<file path="src/hdl/tks_pkg.sv">
// ----------------------------------------------------------------------------
// tks_pkg
// Types and constants shared by the top-K selector files.
// ----------------------------------------------------------------------------
`default_nettype none

package tks_pkg;

  localparam int SCORE_W = 16;
  localparam int INDEX_W = 10;
  localparam int RANK_W  = 4;
  // Holds a fill count up to the largest K (16)
  localparam int FILL_W  = 5;

  typedef logic [SCORE_W-1:0] score_t;
  typedef logic [INDEX_W-1:0] index_t;
  typedef logic [RANK_W-1:0]  rank_t;
  typedef logic [FILL_W-1:0]  fill_t;

  // Commands from the controller to the datapath
  typedef struct packed {
    logic  insert;     // take in the accepted score
    logic  shift_out;  // move slot 0 to the output register, shift slots up
    logic  clear;      // empty the kept list and restart numbering
    logic  last_out;   // mark the loaded result as the final one
    rank_t rank;       // rank of the loaded result
  } tks_cmd_t;

  // Status from the datapath to the controller
  typedef struct packed {
    fill_t fill;       // number of kept entries
    logic  out_free;   // output register can take a new item this cycle
  } tks_status_t;

endpackage

`default_nettype wire

</file>
<file path="src/hdl/tks_if.sv">
// ----------------------------------------------------------------------------
// tks_if
// Valid/ready stream channels for the top-K selector: score in, result out.
// ----------------------------------------------------------------------------
`default_nettype none

interface tks_in_if;
  import tks_pkg::*;

  logic   valid;
  logic   ready;
  score_t score;
  logic   last_item;

  modport source (output valid, output score, output last_item, input ready);
  modport sink   (input valid, input score, input last_item, output ready);
endinterface

interface tks_out_if;
  import tks_pkg::*;

  logic   valid;
  logic   ready;
  rank_t  rank;
  index_t class_index;
  score_t best_score;
  logic   last_result;

  modport source (output valid, output rank, output class_index, output best_score,
                  output last_result, input ready);
  modport sink   (input valid, input rank, input class_index, input best_score,
                  input last_result, output ready);
endinterface

`default_nettype wire

</file>
<file path="src/hdl/tks_datapath.sv">
// ----------------------------------------------------------------------------
// tks_datapath
// Sorted slot array with parallel insertion, arrival counter and the
// registered result output.
// ----------------------------------------------------------------------------
`default_nettype none

module tks_datapath #(
  parameter int K         = 5,
  parameter int MAX_ITEMS = 1024
) (
  input  wire                  clk,
  input  wire                  rst,
  input  tks_pkg::tks_cmd_t    cmd,
  input  tks_pkg::score_t      in_score,
  output tks_pkg::tks_status_t status,
  input  wire                  out_ready,
  output logic                 out_valid,
  output tks_pkg::rank_t       out_rank,
  output tks_pkg::index_t      out_index,
  output tks_pkg::score_t      out_score,
  output logic                 out_last
);
  import tks_pkg::*;

  localparam int CNT_W = $clog2(MAX_ITEMS + 1);

  score_t           slot_score [K];
  index_t           slot_index [K];
  fill_t            fill;
  logic [CNT_W-1:0] count;

  logic   [K-1:0]   ge;        // slot is kept and ranks ahead of the new score
  logic             take;      // insertion really happens (below the cap)
  index_t           new_index;

  // Sorted list: the slots that rank ahead form a prefix
  always_comb begin
    for (int i = 0; i < K; i++) begin
      ge[i] = (fill_t'(i) < fill) && (slot_score[i] >= in_score);
    end
  end

  assign take      = cmd.insert && (count < CNT_W'(MAX_ITEMS));
  assign new_index = index_t'(count);

  // Slot array: insert with shift down, or shift up while draining
  always_ff @(posedge clk) begin
    for (int i = 0; i < K; i++) begin
      if (take) begin
        if (!ge[i]) begin
          if (i == 0 || ge[(i == 0) ? 0 : i - 1]) begin
            slot_score[i] <= in_score;
            slot_index[i] <= new_index;
          end else begin
            slot_score[i] <= slot_score[(i == 0) ? 0 : i - 1];
            slot_index[i] <= slot_index[(i == 0) ? 0 : i - 1];
          end
        end
      end else if (cmd.shift_out && i < K - 1) begin
        slot_score[i] <= slot_score[(i < K - 1) ? i + 1 : i];
        slot_index[i] <= slot_index[(i < K - 1) ? i + 1 : i];
      end
    end
  end

  // Fill and arrival counters
  always_ff @(posedge clk) begin
    if (rst || cmd.clear) begin
      fill  <= '0;
      count <= '0;
    end else if (take) begin
      count <= count + CNT_W'(1);
      if (fill < fill_t'(K)) begin
        fill <= fill + fill_t'(1);
      end
    end
  end

  // Output register
  always_ff @(posedge clk) begin
    if (rst) begin
      out_valid <= 1'b0;
    end else if (cmd.shift_out) begin
      out_valid <= 1'b1;
    end else if (out_ready) begin
      out_valid <= 1'b0;
    end
  end

  always_ff @(posedge clk) begin
    if (cmd.shift_out) begin
      out_rank  <= cmd.rank;
      out_index <= slot_index[0];
      out_score <= slot_score[0];
      out_last  <= cmd.last_out;
    end
  end

  assign status.fill     = fill;
  assign status.out_free = !out_valid || out_ready;

endmodule

`default_nettype wire

</file>
<file path="src/hdl/tks_ctrl.sv">
// ----------------------------------------------------------------------------
// tks_ctrl
// Controller: accepts scores, then sequences the drain of kept entries.
// ----------------------------------------------------------------------------
`default_nettype none

module tks_ctrl (
  input  wire                  clk,
  input  wire                  rst,
  input  wire                  in_valid,
  input  wire                  in_last,
  output logic                 in_ready,
  input  tks_pkg::tks_status_t status,
  output tks_pkg::tks_cmd_t    cmd
);
  import tks_pkg::*;

  localparam logic ST_RUN   = 1'b0;
  localparam logic ST_DRAIN = 1'b1;

  logic  state;
  logic  state_next;
  rank_t rank;
  rank_t rank_next;
  logic  final_one;

  assign in_ready  = (state == ST_RUN);
  assign final_one = ({1'b0, rank} == status.fill - fill_t'(1));

  // Next state and commands
  always_comb begin
    state_next    = state;
    rank_next     = rank;
    cmd.insert    = 1'b0;
    cmd.shift_out = 1'b0;
    cmd.clear     = 1'b0;
    cmd.last_out  = final_one;
    cmd.rank      = rank;
    unique case (state)
      ST_RUN: begin
        if (in_valid) begin
          cmd.insert = 1'b1;
          if (in_last) begin
            state_next = ST_DRAIN;
            rank_next  = '0;
          end
        end
      end
      ST_DRAIN: begin
        if (status.fill == '0) begin
          cmd.clear  = 1'b1;
          state_next = ST_RUN;
        end else if (status.out_free) begin
          cmd.shift_out = 1'b1;
          rank_next     = rank + rank_t'(1);
          if (final_one) begin
            cmd.clear  = 1'b1;
            state_next = ST_RUN;
          end
        end
      end
      default: begin
        state_next = ST_RUN;
      end
    endcase
  end

  always_ff @(posedge clk) begin
    if (rst) begin
      state <= ST_RUN;
      rank  <= '0;
    end else begin
      state <= state_next;
      rank  <= rank_next;
    end
  end

endmodule

`default_nettype wire

</file>
<file path="src/hdl/top_k_selector.sv">
// ----------------------------------------------------------------------------
// top_k_selector
// Streaming top-K selection: keeps the K highest scores with their arrival
// indices and emits them best first when the last item of a stream arrives.
// ----------------------------------------------------------------------------
//
//  channel  dir  payload                                        
//  scores   in   score[15:0], last_item                         
//  results  out  rank[3:0], class_index[9:0], best_score[15:0],
//                last_result                                    
//
//  A score is taken every cycle while the stream runs; insertion compares
//  all K slots at once. After the last item, the drain moves one result per
//  cycle through the output register while the results channel accepts,
//  with input held off meanwhile. The next stream may start while the final
//  result waits. Stalls on the result side pause the drain. Synchronous
//  reset empties the kept list and the output register at once.
// ----------------------------------------------------------------------------
`default_nettype none

module top_k_selector #(
  parameter int K         = 5,
  parameter int MAX_ITEMS = 1024
) (
  input wire clk,
  input wire rst,
  tks_in_if.sink    scores,
  tks_out_if.source results
);
  import tks_pkg::*;

  tks_cmd_t    cmd;
  tks_status_t status;

  tks_ctrl u_ctrl (
    .clk      (clk),
    .rst      (rst),
    .in_valid (scores.valid),
    .in_last  (scores.last_item),
    .in_ready (scores.ready),
    .status   (status),
    .cmd      (cmd)
  );

  tks_datapath #(
    .K         (K),
    .MAX_ITEMS (MAX_ITEMS)
  ) u_datapath (
    .clk       (clk),
    .rst       (rst),
    .cmd       (cmd),
    .in_score  (scores.score),
    .status    (status),
    .out_ready (results.ready),
    .out_valid (results.valid),
    .out_rank  (results.rank),
    .out_index (results.class_index),
    .out_score (results.best_score),
    .out_last  (results.last_result)
  );

endmodule

`default_nettype wire
</file>
<file path="src/flat_wrapper.sv">
// flat-port wrapper written by rule: the top's interface ports become plain ports
module top_k_selector_flat import tks_pkg::*;
#(
  parameter int K         = 5,
  parameter int MAX_ITEMS = 1024
)
  (clk, rst, scores_valid, scores_score, scores_last_item, scores_ready, results_valid, results_rank, results_class_index, results_best_score, results_last_result, results_ready);
  tks_in_if scores_i ();
  tks_out_if results_i ();
  input wire clk;
  input wire rst;
  input wire logic [$bits(scores_i.valid)-1:0] scores_valid;
  input wire logic [$bits(scores_i.score)-1:0] scores_score;
  input wire logic [$bits(scores_i.last_item)-1:0] scores_last_item;
  output wire logic [$bits(scores_i.ready)-1:0] scores_ready;
  output wire logic [$bits(results_i.valid)-1:0] results_valid;
  output wire logic [$bits(results_i.rank)-1:0] results_rank;
  output wire logic [$bits(results_i.class_index)-1:0] results_class_index;
  output wire logic [$bits(results_i.best_score)-1:0] results_best_score;
  output wire logic [$bits(results_i.last_result)-1:0] results_last_result;
  input wire logic [$bits(results_i.ready)-1:0] results_ready;
  assign scores_i.valid = scores_valid;
  assign scores_i.score = scores_score;
  assign scores_i.last_item = scores_last_item;
  assign scores_ready = scores_i.ready;
  assign results_valid = results_i.valid;
  assign results_rank = results_i.rank;
  assign results_class_index = results_i.class_index;
  assign results_best_score = results_i.best_score;
  assign results_last_result = results_i.last_result;
  assign results_i.ready = results_ready;
  top_k_selector #(.K(K), .MAX_ITEMS(MAX_ITEMS)) u_core (.clk(clk), .rst(rst), .scores(scores_i), .results(results_i));
endmodule
</file>
<file path="config.mk">
export PLATFORM = sky130hd
export DESIGN_NAME = top_k_selector_flat
export DESIGN_NICKNAME = d
export VERILOG_FILES = /design/src/hdl/tks_pkg.sv /design/src/hdl/tks_if.sv /design/src/hdl/tks_datapath.sv /design/src/hdl/tks_ctrl.sv /design/src/hdl/top_k_selector.sv /design/src/flat_wrapper.sv
export SDC_FILE = /design/constraint.sdc
export NUM_CORES = 1
export LEC_CHECK = 0
export ABC_AREA = 1
export BUFFER_PORTS_ARGS = -buffer_cell sky130_fd_sc_hd__buf_4
export CAP_MARGIN = 25
export CORE_ASPECT_RATIO = 0.5
export CORE_UTILIZATION = 50
export CTS_CLUSTER_SIZE = 12
export DETAILED_ROUTE_END_ITERATION = 12
export PLACE_DENSITY = 0.74
export SETUP_SLACK_MARGIN = 0.15
export SKIP_CTS_REPAIR_TIMING = 1
export SLEW_MARGIN = 15
export SYNTH_ARGS = -nofsm -noshare
export SYNTH_HDL_FRONTEND = slang
export SYNTH_SLANG_ARGS = --single-unit
</file>
<file path="constraint.sdc">
create_clock -name clk -period 6.8 [get_ports clk]
set_clock_uncertainty 0.05 [all_clocks]
set_input_delay 0.34 -clock clk [delete_from_list [all_inputs] [get_ports clk]]
set_output_delay 0.34 -clock clk [all_outputs]
set_load 0.01 [all_outputs]
</file>
==> results, run 1 <==
- The flow ran to the end, and the final reports show no timing, DRC or antenna violations.
- The worst hold-check path type is in -> reg.
- In this run the worst path has a maximum fanout of 88.
- Setup slack closes at ~2.7 ns.
- The slew at the pin with the worst max-slew slack is roughly 1.1 ns.
- Routability-driven placement finished with a final weighted congestion of roughly 0.94.
- The depth of the CTS H-tree is 4.
- A synthesized cell averages roughly 8.5 um^2.
- The global routing usage on met2 is 0.432.
- The number of hold-slack violations in the final timing report is 0.
- The count of standard-cell rows is 37.
- For met3 alone, demand over resource in global routing was 0.0635.
- In the global route stage, overall resource usage came out at 0.273.
- For this run, the number of Yosys warnings is 0.
- The first routing iteration left a little over 1000 violations.
- Counting every net in the synthesized netlist gives 1387.
- The required time reported for the critical path endpoint is between 7 and 8 ns.
- Summed over all failing endpoints, the final setup total negative slack is 0 ns.
- The category of the most critical setup path is reg -> reg.
- The relative slew slack is 0.284.
- The height of the die is approximately 110 um.
- Detailed routing inserted a total of between 9000 and 10000 vias.
- The total overflow left after global routing is 0.
- The die width is between 200 and 250 um.
- The wire-length estimate of the detail-placed layout is 18300 um.
- In the routed layout, each cell is associated on average with a via count of between 5 and 6.
- After detailed placement, the design holds a cell count of about 1600.
- The power density normalized to cell area is 262 nW/um^2.
- STA classifies the critical path endpoint as a flip-flop.
- The layout cell share with drive strength beyond 1 is 0.0881.
- The worst slack at placement is just under 3 ns.
- The post-synthesis instance total is 1280.
- The number of nets in the finished design is 1411.
- 54 I/O pins were placed.
- The detailed-router iteration count before antenna repair is 5.
- The repair_antennas step left the layout with diodes totalling 0.
- Buffers placed on the I/O ports in this run total 53.
- The data arrival time of the worst path is roughly 4.3 ns.
- Counting I/O delays and the setup requirement, the final critical path takes 4.05 ns.
- Wires add up to 29700 um.
- The cell family contributing the most delay on the critical path is buffers and inverters.
- The initial antenna violation count is 0.
- The cell area that synthesis handed to floorplanning was 10900 um^2.
- The number of CTS-inserted buffers is 17.
- The final cell count without fillers is 1609.
- Setup repair after global routing left no endpoint under its margin.
- The tree is rooted in a clkbuf_16.
- The cell area after placement is 11500 um^2.
- Max-cap violations in this run came to 0.
- The area added between synthesis and finish is 11.0%.
- In the routed design, unresolved DRC markers number 0.
- After clock tree synthesis, the clock-pin slew on the worst setup and hold paths is approximately 0.070 ns.
- The number of sinks on the clock net is between 150 and 200.
- Static timing analysis puts the maximum clock frequency at ~250 MHz.
- For this run, the slowest stage of the critical path takes a little over 1 ns.
- Traced cell by cell, the critical path runs through inv_2, nand3b_2, inv_4, nand3_2, inv_2, nand2_1, nand2_1.
- The maximum number of pins on one net before global-route repair is 94.
- The worst IR drop on VDD is roughly 0.00015 V.
- The die covers roughly 22000 um^2.
- The most heavily used metal layer in global routing is met2.
- The number of distinct library cells after synthesis is 35.
- The effective utilization at floorplan is 0.520.
- The share of the Yosys chip area taken by registers is 0.485.
- The detailed-route wire length per cell is ~18 um.
- The detail route stage leaves a number of antenna-violating nets equal to 0.
- The critical path buffer and inverter count is 3.
- After layout, the design draws a total of ~3200 uW.
- In the layout the commonest cells are nand2_1, edfxtp_1, inv_1.
- The count of final max-slew check failures is 0.
- The via count of the first global-routing pass is ~9000.
- In the global route stage, met1 resource usage came out at 0.374.
- The first global-routing pass estimated 47000 um of wire.
- Leaving out fill and tap cells, the most frequent cell in the layout is nand2_1.
- The TritonCTS clock tree is done.
- The flop and latch count out of synthesis is 183.
- STA classifies the critical path startpoint as a flip-flop.
- The fraction of the cycle the final worst path needs is 0.596.
- The final design area excluding fillers is 12100 um^2.
- Setup violations remaining at the end of the flow were counted as 0.
- The clock latency at the later pin of the worst-skew pair is approximately 0.45 ns.
- Among all stages on the critical path, the largest delay is contributed by nand3_2.
- Summed over all cells, the static leakage comes to 0.00570 uW.
- The area of the core is around 21000 um^2.
- The maximum clock insertion buffer count is 2.
[layout make-up]
cell class,instances,area [um^2]
clock buffers,17,425
fillers,1825,8840
flip-flops and latches,183,5280
clock inverters,15,211
multi-input cells,882,4740
inverters,157,593
well taps,292,365
repair buffers,63,473
[registers in the layout, summed over array words and instances (netlist names)]
| name | flops |
|---|---|
| u_core.u_datapath.slot_score | 80 |
| u_core.u_datapath.slot_index | 50 |
| u_core.u_datapath.out_score | 16 |
| u_core.u_datapath.count | 11 |
| u_core.u_datapath.out_index | 10 |
| u_core.u_datapath.fill | 5 |
| u_core.u_ctrl.rank | 4 |
| u_core.u_datapath.out_rank | 4 |
| u_core.u_ctrl.state | 1 |
| u_core.u_datapath.out_last | 1 |
| u_core.u_datapath.out_valid | 1 |
[synth_stat cells (all sizes together)]
| library cell | count | area share |
|---|---|---|
| a21o | 1 | 0.00069 |
| a21oi | 42 | 0.019 |
| and2 | 1 | 0.00058 |
| buf | 42 | 0.021 |
| clkbuf | 16 | 0.0055 |
| dfxtp | 22 | 0.040 |
| edfxtp | 161 | 0.44 |
| ha | 86 | 0.099 |
| inv | 157 | 0.054 |
| mux2 | 1 | 0.0010 |
| nand2 | 453 | 0.16 |
| nand3 | 95 | 0.047 |
| nand3b | 1 | 0.0010 |
| nand4 | 85 | 0.049 |
| nor2 | 40 | 0.014 |
| nor3 | 7 | 0.0037 |
| nor3b | 1 | 0.00069 |
| nor4 | 2 | 0.0039 |
| o211a | 1 | 0.00092 |
| o21a | 1 | 0.00069 |
| o21ai | 47 | 0.023 |
| o21bai | 5 | 0.0034 |
| or2 | 1 | 0.00058 |
| xor2 | 12 | 0.0097 |
[power breakdown]
part | internal [uW] | leakage, uW | switching, uW
clock network | 627 | 0.000316 | 481
logic | 195 | 0.00365 | 418
registers | 1370 | 0.00173 | 72.7
total | 2200 | 0.00570 | 972
[through the flow]
step	utilization	hold slack (ns)
after detailed placement	0.547	0.385
after global placement	0.547	0.382
after global routing	0.578	0.0290
after floorplan	-	0.359
final	0.578	0.0215
after CTS	0.578	0.0191
[path summary, 6_finish.rpt]
check | from | endpoint | slack (ns) | cells after the start
worst max-delay path | u_core.u_ctrl.state$_SDFF_PP0_ | u_core.u_datapath.slot_index[4][4]$_DFFE_PP_ | 2.75 | 7
worst min-delay path | rst | u_core.u_ctrl.state$_SDFF_PP0_ | 0.02 | 2
worst max register to register | u_core.u_ctrl.state$_SDFF_PP0_ | u_core.u_datapath.slot_index[4][4]$_DFFE_PP_ | 2.75 | 7
worst min register to register | u_core.u_datapath.fill[4]$_SDFFE_PP0P_ | u_core.u_datapath.fill[4]$_SDFFE_PP0P_ | 0.40 | 2
[kinds of logic (layout without fill, tap and decap cells)]
group / Yosys count / in the layout / share of synthesized area
compound gates: 97 / 97 / 0.0477
buf+inv: 215 / 252 / 0.0811
flops: 183 / 183 / 0.485
simple gates: 686 / 686 / 0.277
fa+ha+maj: 86 / 86 / 0.0988
mux: 1 / 1 / 0.00103
xor+xnor: 12 / 12 / 0.00965
[layer usage]
| metal | vias up | share of wire |
|---|---|---|
| met2 | 477 | 0.46 |
| met5 | - | 0 |
| met4 | 0 | 0.012 |
| met3 | 35 | 0.11 |
| met1 | 4373 | 0.43 |
| li1 | 4337 | - |
Note: power is estimated with default switching activity, not from simulation.
==> run 2, diff against run 1 <==
--- a/config.mk
+++ b/config.mk
@@ -5,7 +5,7 @@
 export SDC_FILE = /design/constraint.sdc
 export NUM_CORES = 1
 export LEC_CHECK = 0
-export ABC_AREA = 1
+export ABC_AREA = 0
 export BUFFER_PORTS_ARGS = -buffer_cell sky130_fd_sc_hd__buf_4
 export CAP_MARGIN = 25
 export CORE_ASPECT_RATIO = 0.5
==> constraint.sdc (replaced) <==
create_clock -name clk -period 3.8 [get_ports clk]
set_clock_uncertainty 0.05 [all_clocks]
set_input_delay 0.19 -clock clk [delete_from_list [all_inputs] [get_ports clk]]
set_output_delay 0.19 -clock clk [all_outputs]
set_load 0.01 [all_outputs]
==> results, run 2 <==
- The run finished, with violations left.
- The final reports fail on hold timing.
- The hold path startpoint is scores_score[13].
- The main combinational cell family by area after synthesis is compound AO/OA/AOI/OAI gates.
- The cell family contributing the most delay on the critical path is buffers and inverters.
- The proportion of total power due to net switching is 0.300 (-0.00647).
- The total congestion overflow is 0 (unchanged).
- The number of nets in the finished design is 998 (-29%).
- The maximum number of pins on one net before global-route repair is 48 (-49%).
- In the final layout, the registers with the most flip-flops are u_core.u_datapath.slot_score: 80 flops, u_core.u_datapath.slot_index: 50 flops, u_core.u_datapath.out_score: 16 flops.
- The number of enable-type register cells in the synthesized netlist is 161 (unchanged).
- The fraction of synthesized cell area in xor and xnor cells is 0.0132 (+0.00353).
- The depth of the CTS H-tree is 4 (unchanged).
- The number of distinct library cells after synthesis is 60 (+71%).
- The overall fraction of global-route tracks in use was 0.261 (-0.0113).
- The fraction of synthesized cell area taken by the top area cell type came to 0.485 (+0.0412).
- The boundary pin count is 54 (unchanged).
- The clock latency at the later pin of the worst-skew pair is 0.46 ns (about the same).
- The arithmetic-cell share of the synthesized area counting full adders, half adders and majority gates is 0.108 (+0.00916).
- The placer's final routability congestion estimate is 0.898 (-4.2%).
- The area of the core is 19500 um^2 (-6.8%).
- In the synthesized netlist the dominant register cell turns out to be edfxtp_1.
- The leakage power summed over all cells is 0.00484 uW (-15%).
- The maximum clock insertion buffer count is 2 (unchanged).
- The relative slew slack is 0.438 (+0.153).
- The detailed-route DRC error count is 0 (unchanged).
- The worst hold-check path type is in -> reg.
- The fraction of the cycle the final worst path needs is 0.857.
- The total of endpoints with negative setup slack in the final report is 0 (unchanged).
- The root cell of the clock tree is clkbuf_16.
- Ranked by instance count, the synthesized netlist is headed by edfxtp_1, ha_1, nand2_1.
- The multiplexer area fraction after synthesis is 0.0600 (+0.0590).
- The worst slack at placement came to 0.553 ns (-2.33 ns).
- The slew at the pin with the worst max-slew slack came to 0.843 ns (-0.230 ns).
- The number of maximum-capacitance constraint violations is 0 (unchanged).
- The post-synthesis instance total is 824 (-36%).
- The launching instance or port of the critical path is scores_score[12].
- The post-route worst setup slack is 0.545 ns (-2.20 ns).
- The via count of the first global-routing pass came to 7112 (-21%).
- The initial antenna violation count was 0 (unchanged).
- The delay of the slowest cell on the worst path is 0.53 ns (-0.49 ns).
- The number of sinks on the clock net was 183 (unchanged).
- The synthesized area divided by synthesized cell count is 12.1 um^2 (+42%).
- The total nets after synthesis is 931 (-33%).
- The count of input and output buffers is 53 (unchanged).
- The worst IR drop on VDD came to 0.000229 V (+57%).
- The worst setup path is launched from an input pin.
- The flip-flop count of the largest register, all copies and words added was 80 (unchanged).
- The global-route wire length before repair is 40100 um (-15%).
- The average vias per placed instance is 6.26 (+9.3%).
- The most repeated cell in the gate-level netlist after synthesis is edfxtp_1.
- The minimum clock period is 3.25 ns.
- The antenna violation net count after detailed routing is 0 (unchanged).
- The part of the total power dissipated in sequential elements is 0.472 (+0.015).
- The post-synthesis cell type with the largest combined area is edfxtp_1.
- The count of standard-cell rows came to 36 (-2.7%).
- The power density normalized to cell area came to 494 nW/um^2 (+89%).
- The leading cell type in the layout, fill and taps excluded is edfxtp_1.
- The die width is 202 um (-4.3%).
- The detailed-route wire length per cell was 22.3 um (+21%).
- Sorting the synthesized cells by area gives the leading types as edfxtp_1, ha_1, a221o_1, dfxtp_1, mux2_4.
- The count of final max-slew check failures is 0 (unchanged).
- The largest individual stage delay along the critical path comes from the cell dlygate4sd3_1.
- The number of diodes added for antenna fixing came to 0 (unchanged).
- The proportion of power drawn by the clock network was 0.336 (-0.014).
- The layout cell share with drive strength beyond 1 is 0.170 (+0.0823).
- The kind of end point of the critical path is a flip-flop.
- The async set-reset flop share out of synthesis was 0 (unchanged).
- The critical path buffer and inverter count is 4 (+1).
- Setup repair after global routing left no endpoint under its margin.
- The half-perimeter wire length after detailed placement came to 17900 um (-2.1%).
- The number of CTS-inserted buffers is 17 (unchanged).
- The number of placed instances, taps included is 1135 (-28%).
- The maximum fanout count along the critical path was 24 (-73%).
- The cell area after placement is 10800 um^2 (-5.4%).
- The die outline area was 20500 um^2 (-8.4%).
- The height of the die is 102 um (-4.3%).
- The area added between synthesis and finish is 15.4%.
- The iteration-0 DRC count of the detailed router was 635 (-37%).
- The wire length after detailed routing is 26100 um (-12%).
- The final total negative setup slack is 0 ns (unchanged).
- The highest attainable clock frequency is 307 MHz.
- The internal portion of total power is 3980 uW (+81%).
- The detailed-router iteration count before antenna repair is 5 (unchanged).
- The worst register-to-register path begins at u_core.u_datapath.slot_score[3][13]$_DFFE_PP_.
- Ranked by flip-flop count, first place goes to u_core.u_datapath.slot_score.
- The area share of and/or/nand/nor cells after synthesis came to 0.108 (-0.169).
- The portion of total power attributed to combinational logic is 0.193 (about the same).
- The library cells used most frequently in the layout, excluding fill and tap cells, are edfxtp_1, ha_1, buf_4.
- The clock input transition at the sequential cells of the worst setup and hold paths is 0.07 ns (about the same).
- The net switching power of the design is 1710 uW (+76%).
- The data arrival time of the worst path was 3.41 ns (-0.91 ns).
- The effective utilization at floorplan is 0.511 (-0.00943).
- The number of hold-slack violations in the final timing report came to 1 (+1).
- Walking the worst path, the cells encountered are dlygate4sd3_1, buf_4, inv_1, ha_1, nand4_1, or3_1, or4_1, a41o_1, nand4_1, buf_4, nor2_1, a221o_1.
- The required time reported for the critical path endpoint came to 3.95 ns (-3.12 ns).
- The final design area excluding fillers is 11500 um^2 (-4.9%).
- The final cell count without fillers is 1170 (-27%).
- The layout filler cell count is 1523 (-17%).
- TritonCTS built the clock tree.
- The post-synthesis compound-gate area fraction was 0.151 (+0.104).
- The total of warnings raised by yosys is 0 (unchanged).
- The worst hold slack across all endpoints is -0.00688 ns (-0.0284 ns).
- The netlist area before placement is 9960 um^2 (-8.5%).
- The flop and latch count out of synthesis was 183 (unchanged).
- The fraction of the core area covered by cells at the end of the flow is 0.589 (+0.0118).
- The portion of the post-synthesis area used by sequential elements is 0.529 (+0.0449).
- The total number of vias is 7328 (-21%).
- The worst setup path is of the in -> reg kind.
-- run 2: cells by family after synthesis --
family                     count (synthesis)
DFF                                      183
and+or+nand+nor                          223
AOI/OAI and AO/OA                        196
xor gates and xnor gates                  15
adders and majority gates                 86
muxes                                     49
buffers and inverters                     72
-- run 2: final cells by class --
cell class                      instances  area (um^2)  share of cell area
Clock inverter                         15          208              0.0181
Multi-Input combinational cell        569         4420               0.384
Tap cell                              266          333              0.0289
Clock buffer                           17          425              0.0370
Inverter                               32          123              0.0107
Timing Repair Buffer                   88          718              0.0625
Sequential cell                       183         5280               0.459
-- run 2: routing by layer --
layer / wire, um / GRT usage / up-vias
li1: - / - / 3318
met2: 11600 / 0.409 / 366
met5: 0 / 0 / -
met4: 413 / 0.0845 / 0
met1: 11700 / 0.368 / 3603
met3: 2310 / 0.0545 / 41
-- run 2: worst paths after layout --
kind                                                    to  cells past startpoint  slack [ns]
min reg2reg       u_core.u_datapath.out_index[4]$_DFFE_PP_                      0        0.41
min          u_core.u_datapath.slot_score[4][13]$_DFFE_PP_                      2      -0.007
max           u_core.u_datapath.slot_score[3][0]$_DFFE_PP_                     12        0.55
max reg2reg   u_core.u_datapath.slot_score[3][0]$_DFFE_PP_                      9        0.57
-- run 2: power groups by stage --
stage                     registers (uW)  clock network [uW]  logic [uW]
after floorplan                     2640                   0         714
after global placement              2710                   0        1030
after detailed placement            2710                   0        1070
after CTS                           2670                1920        1080
after global routing                2700                1990        1200
final                               2680                1910        1090
-- run 2: stage by stage --
stage	total power, uW	hold slack [ns]
finish	5680	-0.00688
global route	5880	0.00427
CTS	5670	-0.117
global placement	3740	0.353
detailed placement	3780	0.362
floorplan	3360	0.209
